==> config.mk <==
export PLATFORM = sky130hd
export DESIGN_NAME = wall_follow_drive_controller_core
export DESIGN_NICKNAME = d
export VERILOG_FILES = /design/src/rtl/core/wfdc_pkg.sv /design/src/rtl/core/wfdc_sqrt.sv /design/src/rtl/core/wfdc_div.sv /design/src/rtl/core/wfdc_cordic.sv /design/src/rtl/core/wall_follow_drive_controller_core.sv
export SDC_FILE = /design/constraint.sdc
export NUM_CORES = 2
export LEC_CHECK = 0
export BUFFER_PORTS_ARGS = -buffer_cell sky130_fd_sc_hd__clkbuf_2
export CORE_UTILIZATION = 40
export CTS_CLUSTER_DIAMETER = 200
export DETAILED_ROUTE_END_ITERATION = 7
export PLACE_DENSITY = 0.64
export SLEW_MARGIN = 40
export SYNTH_ARGS = -nofsm -noshare
export SYNTH_HDL_FRONTEND = slang
export SYNTH_SLANG_ARGS = --single-unit
==> constraint.sdc <==
create_clock -name clock -period 17.4 [get_ports clock]
set_input_delay 2.61 -clock clock [delete_from_list [all_inputs] [get_ports clock]]
set_output_delay 2.61 -clock clock [all_outputs]
set_load 0.1 [all_outputs]
==> src/rtl/core/wfdc_pkg.sv <==
// Shared types, constants and the arctangent table of the wall-follow drive controller.
package wfdc_pkg;

   // Drive mode, also the code shown on the drive state output
   typedef enum logic [1:0] {
      MODE_TRACK    = 2'd0,
      MODE_CORNER   = 2'd1,
      MODE_AVOID    = 2'd2,
      MODE_FINISHED = 2'd3
   } drive_mode_type;

   // Distance band around the clearance target
   typedef enum logic [1:0] {
      BAND_IN    = 2'd0,
      BAND_CLOSE = 2'd1,
      BAND_FAR   = 2'd2
   } band_type;

   // Sequencer states
   typedef enum logic [3:0] {
      ST_IDLE,
      ST_MUL,
      ST_ROOT_GO,
      ST_ROOT,
      ST_DIV_GO,
      ST_DIV,
      ST_SCALE,
      ST_DECIDE,
      ST_RESP
   } seq_state_type;

   // Register indexes on the csr port
   localparam logic [3:0] CSR_CLEARANCE    = 4'd0;
   localparam logic [3:0] CSR_BAND_HALF    = 4'd1;
   localparam logic [3:0] CSR_HYST_MARGIN  = 4'd2;
   localparam logic [3:0] CSR_NOSE_STOP    = 4'd3;
   localparam logic [3:0] CSR_NOSE_CLEAR   = 4'd4;
   localparam logic [3:0] CSR_SIDE_NEAR    = 4'd5;
   localparam logic [3:0] CSR_GAP_MIN      = 4'd6;
   localparam logic [3:0] CSR_CORNER_TMO   = 4'd7;

   localparam int CFG_W     = 14;
   localparam int TMO_W     = 16;
   localparam int TH_W      = 22;   // heading angle, signed microradians
   localparam int ATAN_W    = 20;
   localparam int CORDIC_N  = 16;
   localparam int OPEN_W    = 7;
   localparam int MAG_W     = 25;   // 12*|theta| + 5000
   localparam int RECIP_W   = 16;
   localparam int RECIP_SH  = 29;

   localparam logic [OPEN_W-1:0]  OPEN_SAT      = 7'd100;
   localparam logic [16:0]        COS30_Q16X2   = 17'd113512;
   localparam logic [TH_W-2:0]    TOL_PARALLEL  = 21'd122173;
   localparam logic [TH_W-2:0]    TOL_REACQ     = 21'd174533;
   localparam logic [RECIP_W-1:0] RECIP_10000   = 16'd53687;
   localparam logic [MAG_W-1:0]   MAG_LIMIT_V   = 25'd6010000;
   localparam logic [MAG_W-1:0]   DEC_10000     = 25'd10000;
   localparam logic [MAG_W-1:0]   ROUND_5000    = 25'd5000;
   localparam logic [24:0]        CORDIC_X0     = 25'd21446656;   // 5236 * 4096

   // Output command values
   localparam logic [7:0]  LIN_STOP   = 8'd0;
   localparam logic [7:0]  LIN_AVOID  = 8'd140;
   localparam logic [7:0]  LIN_CORNER = 8'd160;
   localparam logic [7:0]  LIN_BAND   = 8'd120;
   localparam logic [7:0]  LIN_FULL   = 8'd200;
   localparam logic signed [10:0] ANG_ZERO    = 11'sd0;
   localparam logic signed [10:0] ANG_SEARCH  = 11'sd400;
   localparam logic signed [10:0] ANG_SPIN    = 11'sd600;
   localparam logic signed [10:0] ANG_CORNER  = -11'sd450;
   localparam logic signed [10:0] ANG_AWAY    = 11'sd300;
   localparam logic signed [10:0] ANG_TOWARD  = -11'sd300;
   localparam logic [9:0]         ANG_MAX     = 10'd600;

   // atan(2^-i) in microradians, rounded
   function automatic logic [ATAN_W-1:0] atan_urad(input logic [3:0] idx);
      logic [ATAN_W-1:0] val;
      case (idx)
         4'd0:    val = 20'd785398;
         4'd1:    val = 20'd463648;
         4'd2:    val = 20'd244979;
         4'd3:    val = 20'd124355;
         4'd4:    val = 20'd62419;
         4'd5:    val = 20'd31240;
         4'd6:    val = 20'd15624;
         4'd7:    val = 20'd7812;
         4'd8:    val = 20'd3906;
         4'd9:    val = 20'd1953;
         4'd10:   val = 20'd977;
         4'd11:   val = 20'd488;
         4'd12:   val = 20'd244;
         4'd13:   val = 20'd122;
         4'd14:   val = 20'd61;
         default: val = 20'd31;
      endcase
      return val;
   endfunction

endpackage

==> src/rtl/core/wfdc_sqrt.sv <==
// Iterative integer square root, one result bit per cycle.
module wfdc_sqrt #(
   parameter int VAL_W = 46
) (
   input  logic                 clock,
   input  logic                 reset,
   input  logic                 start,
   input  logic [VAL_W-1:0]     value,
   output logic [VAL_W/2-1:0]   root,
   output logic                 done
);
   localparam int N   = VAL_W / 2;
   localparam int CNW = $clog2(N);

   logic [VAL_W-1:0] val_ff, val_in;
   logic [N+1:0]     rem_ff, rem_in;
   logic [N-1:0]     root_ff, root_in;
   logic [CNW-1:0]   cnt_ff, cnt_in;
   logic             busy_ff, busy_in;
   logic             done_ff, done_in;
   logic [N+1:0]     rem_sh;
   logic [N+1:0]     trial;

   // one digit pair per cycle
   always_comb begin
      rem_sh  = {rem_ff[N-1:0], val_ff[VAL_W-1 -: 2]};
      trial   = {root_ff, 2'b01};
      val_in  = val_ff;
      rem_in  = rem_ff;
      root_in = root_ff;
      cnt_in  = cnt_ff;
      busy_in = busy_ff;
      done_in = done_ff;
      if (start) begin
         val_in  = value;
         rem_in  = '0;
         root_in = '0;
         cnt_in  = '0;
         busy_in = 1'b1;
         done_in = 1'b0;
      end else if (busy_ff) begin
         val_in = val_ff << 2;
         if (rem_sh >= trial) begin
            rem_in  = rem_sh - trial;
            root_in = {root_ff[N-2:0], 1'b1};
         end else begin
            rem_in  = rem_sh;
            root_in = {root_ff[N-2:0], 1'b0};
         end
         cnt_in = cnt_ff + 1'b1;
         if (cnt_ff == CNW'(N - 1)) begin
            busy_in = 1'b0;
            done_in = 1'b1;
         end
      end
   end

   always_ff @(posedge clock) begin
      val_ff  <= val_in;
      rem_ff  <= rem_in;
      root_ff <= root_in;
      cnt_ff  <= cnt_in;
      if (reset) begin
         busy_ff <= 1'b0;
         done_ff <= 1'b0;
      end else begin
         busy_ff <= busy_in;
         done_ff <= done_in;
      end
   end

   assign root = root_ff;
   assign done = done_ff;
endmodule

==> src/rtl/core/wfdc_div.sv <==
// Restoring divider, one quotient bit per cycle.
module wfdc_div #(
   parameter int NUM_W = 35,
   parameter int DEN_W = 23
) (
   input  logic              clock,
   input  logic              reset,
   input  logic              start,
   input  logic [NUM_W-1:0]  numer,
   input  logic [DEN_W-1:0]  denom,
   output logic [NUM_W-1:0]  quotient,
   output logic              done
);
   localparam int CNW = $clog2(NUM_W);

   logic [NUM_W-1:0] num_ff, num_in;
   logic [DEN_W-1:0] den_ff, den_in;
   logic [DEN_W-1:0] rem_ff, rem_in;
   logic [CNW-1:0]   cnt_ff, cnt_in;
   logic             busy_ff, busy_in;
   logic             done_ff, done_in;
   logic [DEN_W:0]   rem_sh;

   // shift in one numerator bit, subtract if it fits
   always_comb begin
      rem_sh  = {rem_ff, num_ff[NUM_W-1]};
      num_in  = num_ff;
      den_in  = den_ff;
      rem_in  = rem_ff;
      cnt_in  = cnt_ff;
      busy_in = busy_ff;
      done_in = done_ff;
      if (start) begin
         num_in  = numer;
         den_in  = denom;
         rem_in  = '0;
         cnt_in  = '0;
         busy_in = 1'b1;
         done_in = 1'b0;
      end else if (busy_ff) begin
         if (rem_sh >= {1'b0, den_ff}) begin
            rem_in = DEN_W'(rem_sh - {1'b0, den_ff});
            num_in = {num_ff[NUM_W-2:0], 1'b1};
         end else begin
            rem_in = rem_sh[DEN_W-1:0];
            num_in = {num_ff[NUM_W-2:0], 1'b0};
         end
         cnt_in = cnt_ff + 1'b1;
         if (cnt_ff == CNW'(NUM_W - 1)) begin
            busy_in = 1'b0;
            done_in = 1'b1;
         end
      end
   end

   always_ff @(posedge clock) begin
      num_ff <= num_in;
      den_ff <= den_in;
      rem_ff <= rem_in;
      cnt_ff <= cnt_in;
      if (reset) begin
         busy_ff <= 1'b0;
         done_ff <= 1'b0;
      end else begin
         busy_ff <= busy_in;
         done_ff <= done_in;
      end
   end

   assign quotient = num_ff;
   assign done     = done_ff;
endmodule

==> src/rtl/core/wfdc_cordic.sv <==
// Vectoring CORDIC for the heading angle, one micro-rotation per cycle.
module wfdc_cordic #(
   parameter int DIFF_W = 15
) (
   input  logic                            clock,
   input  logic                            reset,
   input  logic                            start,
   input  logic signed [DIFF_W-1:0]        diff,
   output logic signed [wfdc_pkg::TH_W-1:0] theta
);
   import wfdc_pkg::*;

   localparam int XW = DIFF_W + 19;

   logic signed [XW-1:0]   x_ff, x_in;
   logic signed [XW-1:0]   y_ff, y_in;
   logic signed [TH_W-1:0] z_ff, z_in;
   logic [3:0]             idx_ff, idx_in;
   logic                   busy_ff, busy_in;
   logic signed [XW-1:0]   xs, ys, dx;
   logic signed [TH_W-1:0] ang;

   // rotate toward the x axis, accumulate the angle
   always_comb begin
      xs      = x_ff >>> idx_ff;
      ys      = y_ff >>> idx_ff;
      dx      = XW'(diff);
      ang     = signed'({2'b00, atan_urad(idx_ff)});
      x_in    = x_ff;
      y_in    = y_ff;
      z_in    = z_ff;
      idx_in  = idx_ff;
      busy_in = busy_ff;
      if (start) begin
         x_in    = signed'(XW'(CORDIC_X0));
         y_in    = (dx <<< 15) + (dx <<< 13);
         z_in    = '0;
         idx_in  = '0;
         busy_in = 1'b1;
      end else if (busy_ff) begin
         if (!y_ff[XW-1]) begin
            x_in = x_ff + ys;
            y_in = y_ff - xs;
            z_in = z_ff + ang;
         end else begin
            x_in = x_ff - ys;
            y_in = y_ff + xs;
            z_in = z_ff - ang;
         end
         idx_in = idx_ff + 1'b1;
         if (idx_ff == 4'(CORDIC_N - 1)) begin
            busy_in = 1'b0;
         end
      end
   end

   always_ff @(posedge clock) begin
      x_ff   <= x_in;
      y_ff   <= y_in;
      z_ff   <= z_in;
      idx_ff <= idx_in;
      if (reset) begin
         busy_ff <= 1'b0;
      end else begin
         busy_ff <= busy_in;
      end
   end

   assign theta = z_ff;
endmodule

==> src/rtl/core/wall_follow_drive_controller_core.sv <==
// Top level of the wall-follow drive controller: sequencer, shared multiplier, decision logic.
//
//   channel | direction | handshake            | payload
//   req     | in        | req_valid/req_ready  | front range, near ray, far ray, marker
//   rsp     | out       | rsp_valid/rsp_ready  | linear, angular, finished pulse, state
//   csr     | in        | csr_valid/csr_ready  | csr_index, csr_data (always ready)
//
// One request with valid rays takes 4 multiply steps, RANGE_BITS+9 root steps and
// 2*RANGE_BITS+7 divide steps plus the control states; the root and divide units
// set most of that time, and the CORDIC runs beside the root. A finished or
// invalid-ray request goes from idle straight to the decide state. req_ready is low
// until the response is taken; a stalled rsp_ready holds the block. Reset loads
// register defaults.
module wall_follow_drive_controller_core #(
   parameter int RANGE_BITS      = 14,
   parameter int TICK_COUNT_BITS = 16
) (
   input  logic                    clock,
   input  logic                    reset,
   input  logic                    req_valid,
   output logic                    req_ready,
   input  logic [RANGE_BITS-1:0]   req_front_range_mm,
   input  logic [RANGE_BITS-1:0]   req_near_ray_mm,
   input  logic [RANGE_BITS-1:0]   req_far_ray_mm,
   input  logic                    req_marker_seen,
   output logic                    rsp_valid,
   input  logic                    rsp_ready,
   output logic [7:0]              rsp_linear_mm_per_s,
   output logic signed [10:0]      rsp_angular_mrad_per_s,
   output logic                    rsp_finished_pulse,
   output logic [1:0]              rsp_drive_state,
   input  logic                    csr_valid,
   output logic                    csr_ready,
   input  logic [3:0]              csr_index,
   input  logic [15:0]             csr_data
);
   import wfdc_pkg::*;

   localparam int RB  = RANGE_BITS;
   localparam int CW  = (RB > CFG_W) ? RB : CFG_W;
   localparam int DW  = 2 * RB + 18;
   localparam int RW  = DW / 2;
   localparam int QW  = 2 * RB + 7;
   localparam int SW  = QW + 2;
   localparam int TW  = TICK_COUNT_BITS;
   localparam int CTW = (TW > TMO_W) ? TW : TMO_W;
   localparam int MAW = 2 * RB;
   localparam int MBW = (RB > 17) ? RB : 17;
   localparam int MPW = MAW + MBW;
   localparam int SPW = MAG_W + RECIP_W;

   // configuration registers
   logic [CFG_W-1:0] clearance_ff, band_half_ff, hyst_margin_ff;
   logic [CFG_W-1:0] nose_stop_ff, nose_clear_ff, side_near_ff, gap_min_ff;
   logic [TMO_W-1:0] corner_tmo_ff;

   // controller state
   logic                finish_latched_ff, finish_latched_in;
   logic                finish_announced_ff, finish_announced_in;
   drive_mode_type      mode_ff, mode_in;
   logic [TW-1:0]       tick_cnt_ff, tick_cnt_in;
   logic [OPEN_W-1:0]   open_cnt_ff, open_cnt_in;
   band_type            band_ff, band_in;

   // request and sequencer
   seq_state_type       st_ff, st_in;
   logic [RB-1:0]       front_ff, rn_ff, rf_ff;
   logic                marker_ff;
   logic [1:0]          step_ff;
   logic [MAW-1:0]      sq_n_ff, sq_f_ff, p_nf_ff;
   logic [MPW-1:0]      k_ff;
   logic [SPW-1:0]      scale_ff;

   // response registers
   logic [7:0]          lin_ff, lin_in;
   logic signed [10:0]  ang_ff, ang_in;
   logic                pulse_ff, pulse_in;
   logic [1:0]          dst_ff, dst_in;

   logic                req_acc, skip, root_start, div_start, cordic_start;
   logic                root_done, div_done;
   logic [MAW-1:0]      mul_a;
   logic [MBW-1:0]      mul_b;
   logic [MPW-1:0]      mul_p;
   logic [DW-1:0]       d2;
   logic [RW-1:0]       root;
   logic [QW-1:0]       quo, dperp;
   logic signed [RB:0]  diff;
   logic signed [TH_W-1:0] theta;
   logic [TH_W-2:0]     atheta;
   logic [MAG_W-1:0]    mag_v;

   assign req_acc = req_valid && req_ready;
   assign skip    = req_marker_seen || finish_latched_ff ||
                    (req_near_ray_mm == '0) || (req_far_ray_mm == '0);

   // configuration writes
   assign csr_ready = 1'b1;
   always_ff @(posedge clock) begin
      if (reset) begin
         clearance_ff    <= 14'd400;
         band_half_ff    <= 14'd100;
         hyst_margin_ff  <= 14'd30;
         nose_stop_ff    <= 14'd320;
         nose_clear_ff   <= 14'd450;
         side_near_ff    <= 14'd800;
         gap_min_ff      <= 14'd1100;
         corner_tmo_ff   <= 16'd700;
      end else if (csr_valid && csr_ready) begin
         case (csr_index)
            CSR_CLEARANCE:    clearance_ff    <= csr_data[CFG_W-1:0];
            CSR_BAND_HALF:    band_half_ff    <= csr_data[CFG_W-1:0];
            CSR_HYST_MARGIN:  hyst_margin_ff  <= csr_data[CFG_W-1:0];
            CSR_NOSE_STOP:    nose_stop_ff    <= csr_data[CFG_W-1:0];
            CSR_NOSE_CLEAR:   nose_clear_ff   <= csr_data[CFG_W-1:0];
            CSR_SIDE_NEAR:    side_near_ff    <= csr_data[CFG_W-1:0];
            CSR_GAP_MIN:      gap_min_ff      <= csr_data[CFG_W-1:0];
            CSR_CORNER_TMO:   corner_tmo_ff   <= csr_data[TMO_W-1:0];
            default: ;
         endcase
      end
   end

   // sequencer next state
   always_comb begin
      st_in = st_ff;
      case (st_ff)
         ST_IDLE:    if (req_acc) st_in = skip ? ST_DECIDE : ST_MUL;
         ST_MUL:     if (step_ff == 2'd3) st_in = ST_ROOT_GO;
         ST_ROOT_GO: st_in = ST_ROOT;
         ST_ROOT:    if (root_done) st_in = ST_DIV_GO;
         ST_DIV_GO:  st_in = ST_DIV;
         ST_DIV:     if (div_done) st_in = ST_SCALE;
         ST_SCALE:   st_in = ST_DECIDE;
         ST_DECIDE:  st_in = ST_RESP;
         ST_RESP:    if (rsp_ready) st_in = ST_IDLE;
         default:    st_in = ST_IDLE;
      endcase
   end

   // sequencer outputs
   always_comb begin
      req_ready    = (st_ff == ST_IDLE);
      rsp_valid    = (st_ff == ST_RESP);
      root_start   = (st_ff == ST_ROOT_GO);
      div_start    = (st_ff == ST_DIV_GO);
      cordic_start = (st_ff == ST_ROOT_GO);
   end

   always_ff @(posedge clock) begin
      if (reset) begin
         st_ff   <= ST_IDLE;
         step_ff <= '0;
      end else begin
         st_ff   <= st_in;
         step_ff <= (st_ff == ST_MUL) ? step_ff + 1'b1 : 2'd0;
      end
   end

   // request capture
   always_ff @(posedge clock) begin
      if (req_acc) begin
         front_ff  <= req_front_range_mm;
         rn_ff     <= req_near_ray_mm;
         rf_ff     <= req_far_ray_mm;
         marker_ff <= req_marker_seen;
      end
   end

   // shared multiplier: rn^2, rf^2, rn*rf, then rn*rf*2cos30
   always_comb begin
      case (step_ff)
         2'd0:    begin mul_a = MAW'(rn_ff);   mul_b = MBW'(rn_ff); end
         2'd1:    begin mul_a = MAW'(rf_ff);   mul_b = MBW'(rf_ff); end
         2'd2:    begin mul_a = MAW'(rn_ff);   mul_b = MBW'(rf_ff); end
         default: begin mul_a = p_nf_ff;       mul_b = MBW'(COS30_Q16X2); end
      endcase
      mul_p = MPW'(mul_a) * MPW'(mul_b);
   end

   always_ff @(posedge clock) begin
      if (st_ff == ST_MUL) begin
         case (step_ff)
            2'd0:    sq_n_ff <= mul_p[MAW-1:0];
            2'd1:    sq_f_ff <= mul_p[MAW-1:0];
            2'd2:    p_nf_ff <= mul_p[MAW-1:0];
            default: k_ff    <= mul_p;
         endcase
      end
   end

   assign d2 = ((DW'(sq_n_ff) + DW'(sq_f_ff)) << 16) - DW'(k_ff);

   wfdc_sqrt #(.VAL_W(DW)) u_sqrt (
      .clock (clock),
      .reset (reset),
      .start (root_start),
      .value (d2),
      .root  (root),
      .done  (root_done)
   );

   wfdc_div #(.NUM_W(QW), .DEN_W(RW)) u_div (
      .clock    (clock),
      .reset    (reset),
      .start    (div_start),
      .numer    (QW'(p_nf_ff) << 7),
      .denom    (root),
      .quotient (quo),
      .done     (div_done)
   );

   assign diff = signed'({1'b0, rn_ff}) - signed'({1'b0, rf_ff});

   wfdc_cordic #(.DIFF_W(RB + 1)) u_cordic (
      .clock (clock),
      .reset (reset),
      .start (cordic_start),
      .diff  (diff),
      .theta (theta)
   );

   // perpendicular distance, heading magnitude, align turn rate numerator
   always_comb begin
      if (root == '0) begin
         dperp = (rn_ff < rf_ff) ? QW'(rn_ff) : QW'(rf_ff);
      end else begin
         dperp = quo;
      end
      atheta = theta[TH_W-1] ? (TH_W-1)'(-theta) : theta[TH_W-2:0];
      mag_v  = MAG_W'(atheta) * MAG_W'(12) + ROUND_5000;
   end

   // reciprocal product for the divide by 10000
   always_ff @(posedge clock) begin
      if (st_ff == ST_SCALE) begin
         scale_ff <= SPW'(mag_v) * SPW'(RECIP_10000);
      end
   end

   // per-tick decision
   always_comb begin
      logic [11:0]          q_est;
      logic [MAG_W-1:0]     q_rem;
      logic [11:0]          q_fix;
      logic [9:0]           mag;
      logic [TW-1:0]        cnt_inc;
      logic                 present;
      logic                 opening;
      logic signed [SW-1:0] sd, tgt, bw, inner;

      q_est   = scale_ff[RECIP_SH +: 12];
      q_rem   = mag_v - MAG_W'(q_est) * DEC_10000;
      q_fix   = (q_rem >= DEC_10000) ? q_est + 1'b1 : q_est;
      mag     = (mag_v >= MAG_LIMIT_V) ? ANG_MAX : q_fix[9:0];
      cnt_inc = (tick_cnt_ff == '1) ? tick_cnt_ff : tick_cnt_ff + 1'b1;
      present = (CW'(rn_ff) < CW'(side_near_ff)) && (CW'(rf_ff) < CW'(side_near_ff));
      opening = (CW'(rn_ff) > CW'(gap_min_ff)) || (CW'(rf_ff) > CW'(gap_min_ff));
      sd      = signed'(SW'(dperp));
      tgt     = signed'(SW'(clearance_ff));
      bw      = signed'(SW'(band_half_ff));
      inner   = bw - signed'(SW'(hyst_margin_ff));

      finish_latched_in   = finish_latched_ff;
      finish_announced_in = finish_announced_ff;
      mode_in             = mode_ff;
      tick_cnt_in         = tick_cnt_ff;
      open_cnt_in         = open_cnt_ff;
      band_in             = band_ff;
      lin_in              = LIN_STOP;
      ang_in              = ANG_ZERO;
      pulse_in            = 1'b0;
      dst_in              = mode_ff;

      if (marker_ff || finish_latched_ff) begin
         // finished: stop for good, pulse once
         finish_latched_in   = 1'b1;
         finish_announced_in = 1'b1;
         pulse_in            = !finish_announced_ff;
         dst_in              = MODE_FINISHED;
      end else if ((rn_ff == '0) || (rf_ff == '0)) begin
         // invalid ray: search turn, only the tick count moves
         tick_cnt_in = cnt_inc;
         ang_in      = ANG_SEARCH;
      end else begin
         tick_cnt_in = cnt_inc;
         if (opening) begin
            if (open_cnt_ff < OPEN_SAT) open_cnt_in = open_cnt_ff + 1'b1;
         end else if (present) begin
            open_cnt_in = '0;
         end

         if (mode_ff != MODE_AVOID && CW'(front_ff) < CW'(nose_stop_ff)) begin
            mode_in     = MODE_AVOID;
            tick_cnt_in = '0;
         end

         if (mode_in == MODE_AVOID) begin
            if (CW'(front_ff) > CW'(nose_clear_ff)) begin
               mode_in     = MODE_TRACK;
               tick_cnt_in = '0;
               lin_in      = LIN_AVOID;
            end else begin
               ang_in = ANG_SPIN;
            end
         end else if (mode_in == MODE_CORNER) begin
            if ((present && atheta < TOL_REACQ) ||
                (CTW'(tick_cnt_in) > CTW'(corner_tmo_ff))) begin
               mode_in     = MODE_TRACK;
               tick_cnt_in = '0;
               lin_in      = LIN_FULL;
            end else begin
               lin_in = LIN_CORNER;
               ang_in = ANG_CORNER;
            end
         end else begin
            mode_in = MODE_TRACK;
            if (open_cnt_in >= 7'd2 && rn_ff >= rf_ff) begin
               // corner entry round an opening
               mode_in     = MODE_CORNER;
               tick_cnt_in = '0;
               lin_in      = LIN_CORNER;
               ang_in      = ANG_CORNER;
            end else if (atheta > TOL_PARALLEL) begin
               // align in place
               ang_in = theta[TH_W-1] ? signed'(11'(mag)) : -signed'(11'(mag));
            end else begin
               // distance band with hysteresis
               case (band_ff)
                  BAND_CLOSE: if (sd >= tgt - inner) band_in = BAND_IN;
                  BAND_FAR:   if (sd <= tgt + inner) band_in = BAND_IN;
                  default: begin
                     band_in = BAND_IN;
                     if (sd < tgt - bw)      band_in = BAND_CLOSE;
                     else if (sd > tgt + bw) band_in = BAND_FAR;
                  end
               endcase
               case (band_in)
                  BAND_CLOSE: begin lin_in = LIN_BAND; ang_in = ANG_AWAY; end
                  BAND_FAR:   begin lin_in = LIN_BAND; ang_in = ANG_TOWARD; end
                  default:    begin lin_in = LIN_FULL; ang_in = ANG_ZERO; end
               endcase
            end
         end
         dst_in = mode_in;
      end
   end

   // state and response update
   always_ff @(posedge clock) begin
      if (reset) begin
         finish_latched_ff   <= 1'b0;
         finish_announced_ff <= 1'b0;
         mode_ff             <= MODE_TRACK;
         tick_cnt_ff         <= '0;
         open_cnt_ff         <= '0;
         band_ff             <= BAND_IN;
      end else if (st_ff == ST_DECIDE) begin
         finish_latched_ff   <= finish_latched_in;
         finish_announced_ff <= finish_announced_in;
         mode_ff             <= mode_in;
         tick_cnt_ff         <= tick_cnt_in;
         open_cnt_ff         <= open_cnt_in;
         band_ff             <= band_in;
      end
   end

   always_ff @(posedge clock) begin
      if (st_ff == ST_DECIDE) begin
         lin_ff   <= lin_in;
         ang_ff   <= ang_in;
         pulse_ff <= pulse_in;
         dst_ff   <= dst_in;
      end
   end

   assign rsp_linear_mm_per_s    = lin_ff;
   assign rsp_angular_mrad_per_s = ang_ff;
   assign rsp_finished_pulse     = pulse_ff;
   assign rsp_drive_state        = dst_ff;
endmodule
# Word-level counts from Yosys, hierarchy flattened
# Memories as Yosys holds them, arrays and structs flattened. A register that Yosys moved wholly into a read port is not among the register bits.
# Index checks and enable logic that the tools add are counted.
[totals] latch_bits=0 rom_bits=320 word_cells=285 out_inout_bits=25 memories=1 register_bits=666 mem_bits_rw=0
[mem_list] memory="(no name shown)" words=16 word_bits=20 rd=1 rd_clocked_by_memory_dff=1 wr=0 line_no="wfdc_pkg.sv:79" rtl="case (idx)"
[classes] reduce_logical=51 n_addsub=28 n_mul=4 n_lt_le_gt_ge=21 div_mod_pow=0 n_bitwise=8 eq_ne=34 shift=2 mux=89
[op_table] cell="two-way mux 16 bit" n=10
[op_table] cell="two-way mux 34 bit" n=4
[op_table] cell="two-way mux 35 bit" n=3
[op_table] cell="two-way mux 46 bit" n=2
[op_table] cell="adder 34 bit" n=2
[op_table] cell=">>> shifter 34 x 4 -> 34 bit" n=2
[op_table] cell="subtractor 34 bit" n=2
[op_table] cell="two-way mux 11 bit" n=6
[op_table] cell="logical NOT 14 bit" n=4
[op_table] cell="less-than comparator 14 bit" n=4
[op_table] cell="one-hot mux 28 bit (2 select lines)" n=1
[op_table] cell="two-way mux 8 bit" n=6
[op_table] cell="two-way mux 23 bit" n=2
[op_table] cell="subtractor 23 bit" n=2
[op_table] cell="subtractor 45 x 45 -> 46 bit" n=1
[op_table] cell="multiplier 28 x 17 -> 45 bit" n=1
[op_table] cell="subtractor 14 x 14 -> 15 bit" n=3
[op_table] cell="greater-than comparator 14 bit" n=3
[op_table] cell="two-way mux 7 bit" n=6
[op_table] cell="multiplier 25 x 16 -> 41 bit, second input constant" n=1
[op_table] cell="greater-or-equal comparator 36 x 16 -> 1 bit" n=1
[op_table] cell="<= comparator 36 x 16 -> 1 bit" n=1
[op_table] cell="less-than comparator 36 x 15 -> 1 bit" n=1
[op_table] cell="two-way mux 2 bit" n=18
[op_table] cell="68 further kinds" n=151

# Logic depth before layout (Yosys ltp)
[logic_depth] depth_word=20 mapped_depth=47

# Cells and area by module
# A second synthesis with hierarchy kept.
[unflattened] hier_cells=8390 area_unflattened_um2=75585.0
[modules_own_cells] module="wall_follow_drive_controller_core" area_per_inst_um2=50935.1 cells_each=5674 n_inst=1
[modules_own_cells] module="wfdc_cordic" area_per_inst_um2=14401.3 cells_each=1743 n_inst=1
[modules_own_cells] module="wfdc_sqrt" area_per_inst_um2=5447.7 cells_each=529 n_inst=1
[modules_own_cells] module="wfdc_div" area_per_inst_um2=4800.9 cells_each=444 n_inst=1

# Worst setup path before layout
# Ideal clock, no wire load.
[synth_path] path_type="register -> register" startpoint="reg u_cordic.z_ff[21] (netlist: u_cordic.theta[21])" endpoint="reg scale_ff[40], data pin" required_ns=17.140 t_arrival_ns=9.854 period_less_slack_ns=10.114 stages_incl_launch_ff=40 path_slack_ns=7.286 path_cell_list="dfxtp_1 buf_2 buf_1 clkbuf_1 o21ai_0 ha_1 inv_1 fa_1 nor2b_1 o21a_1 o32a_1 o221a_1 o21ai_1 a21boi_0 or4b_4 nor4_2 a31o_2 and2_1 [... 4 more ...] fa_1 fa_1 inv_1 fa_1 fa_1 inv_1 fa_1 ha_1 a21o_1 a211o_1 a311oi_1 a221oi_1 a41o_1 o211a_1 o311a_1 o21a_1 nor2_1 xnor2_1"
[synth_between] elab_chain_len=4
[synth_rtl] item="start: declaration" line_no="wfdc_cordic.sv:17" rtl="logic signed [TH_W-1:0] z_ff, z_in;"
[synth_rtl] item="start signal: assignment" line_no="wfdc_cordic.sv:60" rtl="z_ff <= z_in;"
[synth_rtl] item="two-way mux 21 bit" line_no="wall_follow_drive_controller_core.sv:230" rtl="atheta = theta[TH_W-1] ? (TH_W-1)'(-theta) : theta[TH_W-2:0];"
[synth_rtl] item="multiplier 21 x 2 -> 23 bit" line_no="wall_follow_drive_controller_core.sv:231" rtl="mag_v = MAG_W'(atheta) * MAG_W'(12) + ROUND_5000;"
[synth_rtl] item="adder 25 x 13 -> 25 bit" line_no="wall_follow_drive_controller_core.sv:231"
[synth_rtl] item="multiplier 25 x 16 -> 41 bit" line_no="wall_follow_drive_controller_core.sv:237" rtl="scale_ff <= SPW'(mag_v) * SPW'(RECIP_10000);"
[synth_rtl] item="end signal: assignment" line_no="wall_follow_drive_controller_core.sv:237"
[synth_rtl] item="end: declaration" line_no="wall_follow_drive_controller_core.sv:72" rtl="logic [SPW-1:0] scale_ff;"
# No other way between the ends.
# A chain may end at the register's enable or synchronous reset.

# Final worst setup path
[layout_path] startpoint="reg u_cordic.z_ff[1] (netlist: u_cordic.theta[1])" endpoint="reg scale_ff[40], data pin"
[layout_between] elab_chain_len=5
[layout_rtl] item="negation 21 bit" line_no="wall_follow_drive_controller_core.sv:230"
[layout_rtl] item="two-way mux 21 bit *" line_no="wall_follow_drive_controller_core.sv:230"
[layout_rtl] item="multiplier 21 x 2 -> 23 bit *" line_no="wall_follow_drive_controller_core.sv:231"
[layout_rtl] item="adder 25 x 13 -> 25 bit *" line_no="wall_follow_drive_controller_core.sv:231"
[layout_rtl] item="multiplier 25 x 16 -> 41 bit *" line_no="wall_follow_drive_controller_core.sv:237"
# Mark *: on every way between the ends. The rest lies on a longest branch, timed or not.

==> results_dict.tcl <==
set metrics [dict create \
    synth_fa_ha_area_share_pct 31.2 \
    finClkSkew_ps 51.7 \
    critPathTopFamily "adder cells" \
    yosysSeqAreaShare_pct 22.4 \
    antenna_found_initial 4 \
    die_area_mm2 0.185 \
    portBuffers 89 \
    first_global_vias 57955 \
    relSlewSlack_pct 43.8 \
    syn_avg_cell_area_um2 8.74 \
    synth_edf_count 335 \
    yosysWarningCount 0 \
    rows 156 \
    die_w_um 431 \
    antenna_left 0 \
    final_common_cell "inv_1" \
    cts_tree "done" \
    multi_input_area_mm2 0.0518 \
    die_y_um 431 \
    vias 58448 \
    synth_flop_cell "edfxtp_1" \
    tns_ps 0 \
    outcome "completed" \
    cts_root_buf "clkbuf_16" \
    mostFrequentLayoutCells "inv_1, ha_1, nand2_1" \
    fin_ws_ps 6100 \
    fmax_mhz 88.5 \
    arrival_ps 11690 \
    post-route-min-period_ps 11300 \
    cpPeakStageDelay_ps 640 \
    worstMarginPinSlew_ps 837 \
    hp-class "reg2reg" \
    io-pin-count 93 \
    synth_xor_area_share_pct 5.47 \
    drv_cap 0 \
    first_iter_violations 3890 \
    nets 10025 \
    cts-resized-gates 0 \
    clk-insertion-delay-late_ps 680 \
    path_class "reg2reg" \
    startpoint_type "flop" \
    muxShareOfSynthArea_pct 3.59 \
    gp_routability_congestion 0.920 \
    hold_viol 0 \
    slew_viol_final 0 \
    wl_per_cell_um 18.0 \
    core_mm2 0.182 \
    timing.hold.ws_ps 454 \
    yosys.area_share.simple_pct 15.2 \
    seq_area_mm2 0.0165 \
    hpwl_um 157000 \
    cts.clk_slew.worst_paths_ps 60 \
    grt_pass1_wl_um 313000 \
    critical_path_required_ps 17790 \
    syn_inst 8401 \
    drc 0 \
    first_pass_iters 5 \
    crit_fanout 8 \
    synth_area_mm2 0.0735 \
    grt-ovfl-total 0 \
    rsz0062_at_grt "false" \
    nFillCells 17685 \
    cts_buffers 78 \
    initial_utilization_pct 40.5 \
    cts_hold_buf 0 \
    finalSetupViolCount 0 \
    htree_levels 3 \
    cts.sinks 655 \
    clockBufferDepth 3 \
    drive_above_1_share_pct 5.43 \
    via_per_inst 5.37 \
    async_reset_ff_share_pct 0 \
    ys_ff_latch 655 \
    critPathSlowestCell "or4_4" \
    antenna_cells 0 \
    dp_slack_ps 6180 \
    grtUsageTotal_pct 20.9 \
    routed_wl_um 196000 \
    min_period_over_period_pct 65.0 \
    synth-compound-area-share_pct 14.3 \
    synthDistinctLibCells 105 \
    end_kind "flop" \
    cts_setup_buffers 0 \
    cp_num_buf_inv 5 \
    synth_top_family_by_area "adder cells" \
    grt_max_degree 105 \
    area_growth_pct 8.39 \
]
path summary, 6_finish.rpt:
kind	endpoint	depth (start not counted)	from	slack [ps]
min reg2reg	nose_stop_ff[1]$_SDFFE_PP0P_	2	nose_stop_ff[1]$_SDFFE_PP0P_	450
max reg2reg	scale_ff[40]$_DFFE_PP_	36	u_cordic.theta[1]$_SDFFE_PP0P_	6100
min	nose_stop_ff[1]$_SDFFE_PP0P_	2	nose_stop_ff[1]$_SDFFE_PP0P_	450
max	scale_ff[40]$_DFFE_PP_	36	u_cordic.theta[1]$_SDFFE_PP0P_	6100
flip-flops by register name (all words and copies together), names as in the netlist, 28 cells and up:
| signal | count |
|---|---|
| u_cordic.x_ff | 34 |
| p_nf_ff | 28 |
| k_ff | 45 |
| u_sqrt.val_ff | 46 |
| u_div.quotient | 35 |
| sq_f_ff | 28 |
| u_cordic.y_ff | 34 |
| sq_n_ff | 28 |
logic make-up after synthesis:
| logic type | after synthesis |
|---|---|
| xor+xnor | 452 |
| simple gates | 2404 |
| compound gates | 1673 |
| flops | 655 |
| buf+inv | 1498 |
| fa+ha+maj | 1506 |
| mux | 211 |
| other cells | 2 |
synthesized netlist by cell type, types with 136 or more instances:
cell type	count	area share (%)
inv_1	1232	6.3
ha_1	959	16
nand2_1	891	4.6
nor2_1	612	3.1
a21oi_1	570	3.9
fa_1	547	15
o21ai_0	364	2.5
edfxtp_1	335	14
dfxtp_1	320	8.7
xnor2_1	298	3.6
clkbuf_1	213	1.1
xor2_1	149	1.8
mux2i_1	143	1.9
nor3_1	142	0.97
a21o_1	136	1.4
worst reg2reg max path, delay by kind of cell (launching register included):
kind	cells	cell delay (ps)
AOI/OAI and AO/OA	12	3380
xor gates and xnor gates	2	520
adders and majority gates	9	4000
buffers and inverters	5	490
DFF	1	440
and+or+nand+nor	8	2210
through the flow:
stage                     utilization [%]  instance area, um^2  std cells
final                                43.9                79600      10885
after detailed placement             42.3                76800      10739
after global routing                 43.9                79600      10885
after CTS                            43.8                79500      10883
after global placement               42.2                76700      10737
after floorplan                         -                73800       8486
cell type report:
cell class / count / area share [%]
multi-input combinational: 6333 / 65.1
timing repair buffer: 148 / 1.21
inverter: 1235 / 5.82
tap: 2370 / 3.72
sequential: 655 / 20.7
clock buffer: 107 / 2.81
clock inverter: 37 / 0.688
routing by layer:
layer | up-vias | wire [um] | track usage [%]
li1 | 28464 | - | -
met1 | 28378 | 90100 | 28.6
met2 | 1341 | 92000 | 35.1
met3 | 265 | 8850 | 2.21
met4 | 0 | 5110 | 5.50
met5 | - | 0 | 0
Power is left out: the tool's default activity adds up to more than one toggle a clock period on the data nets, which glitch-free logic cannot reach.
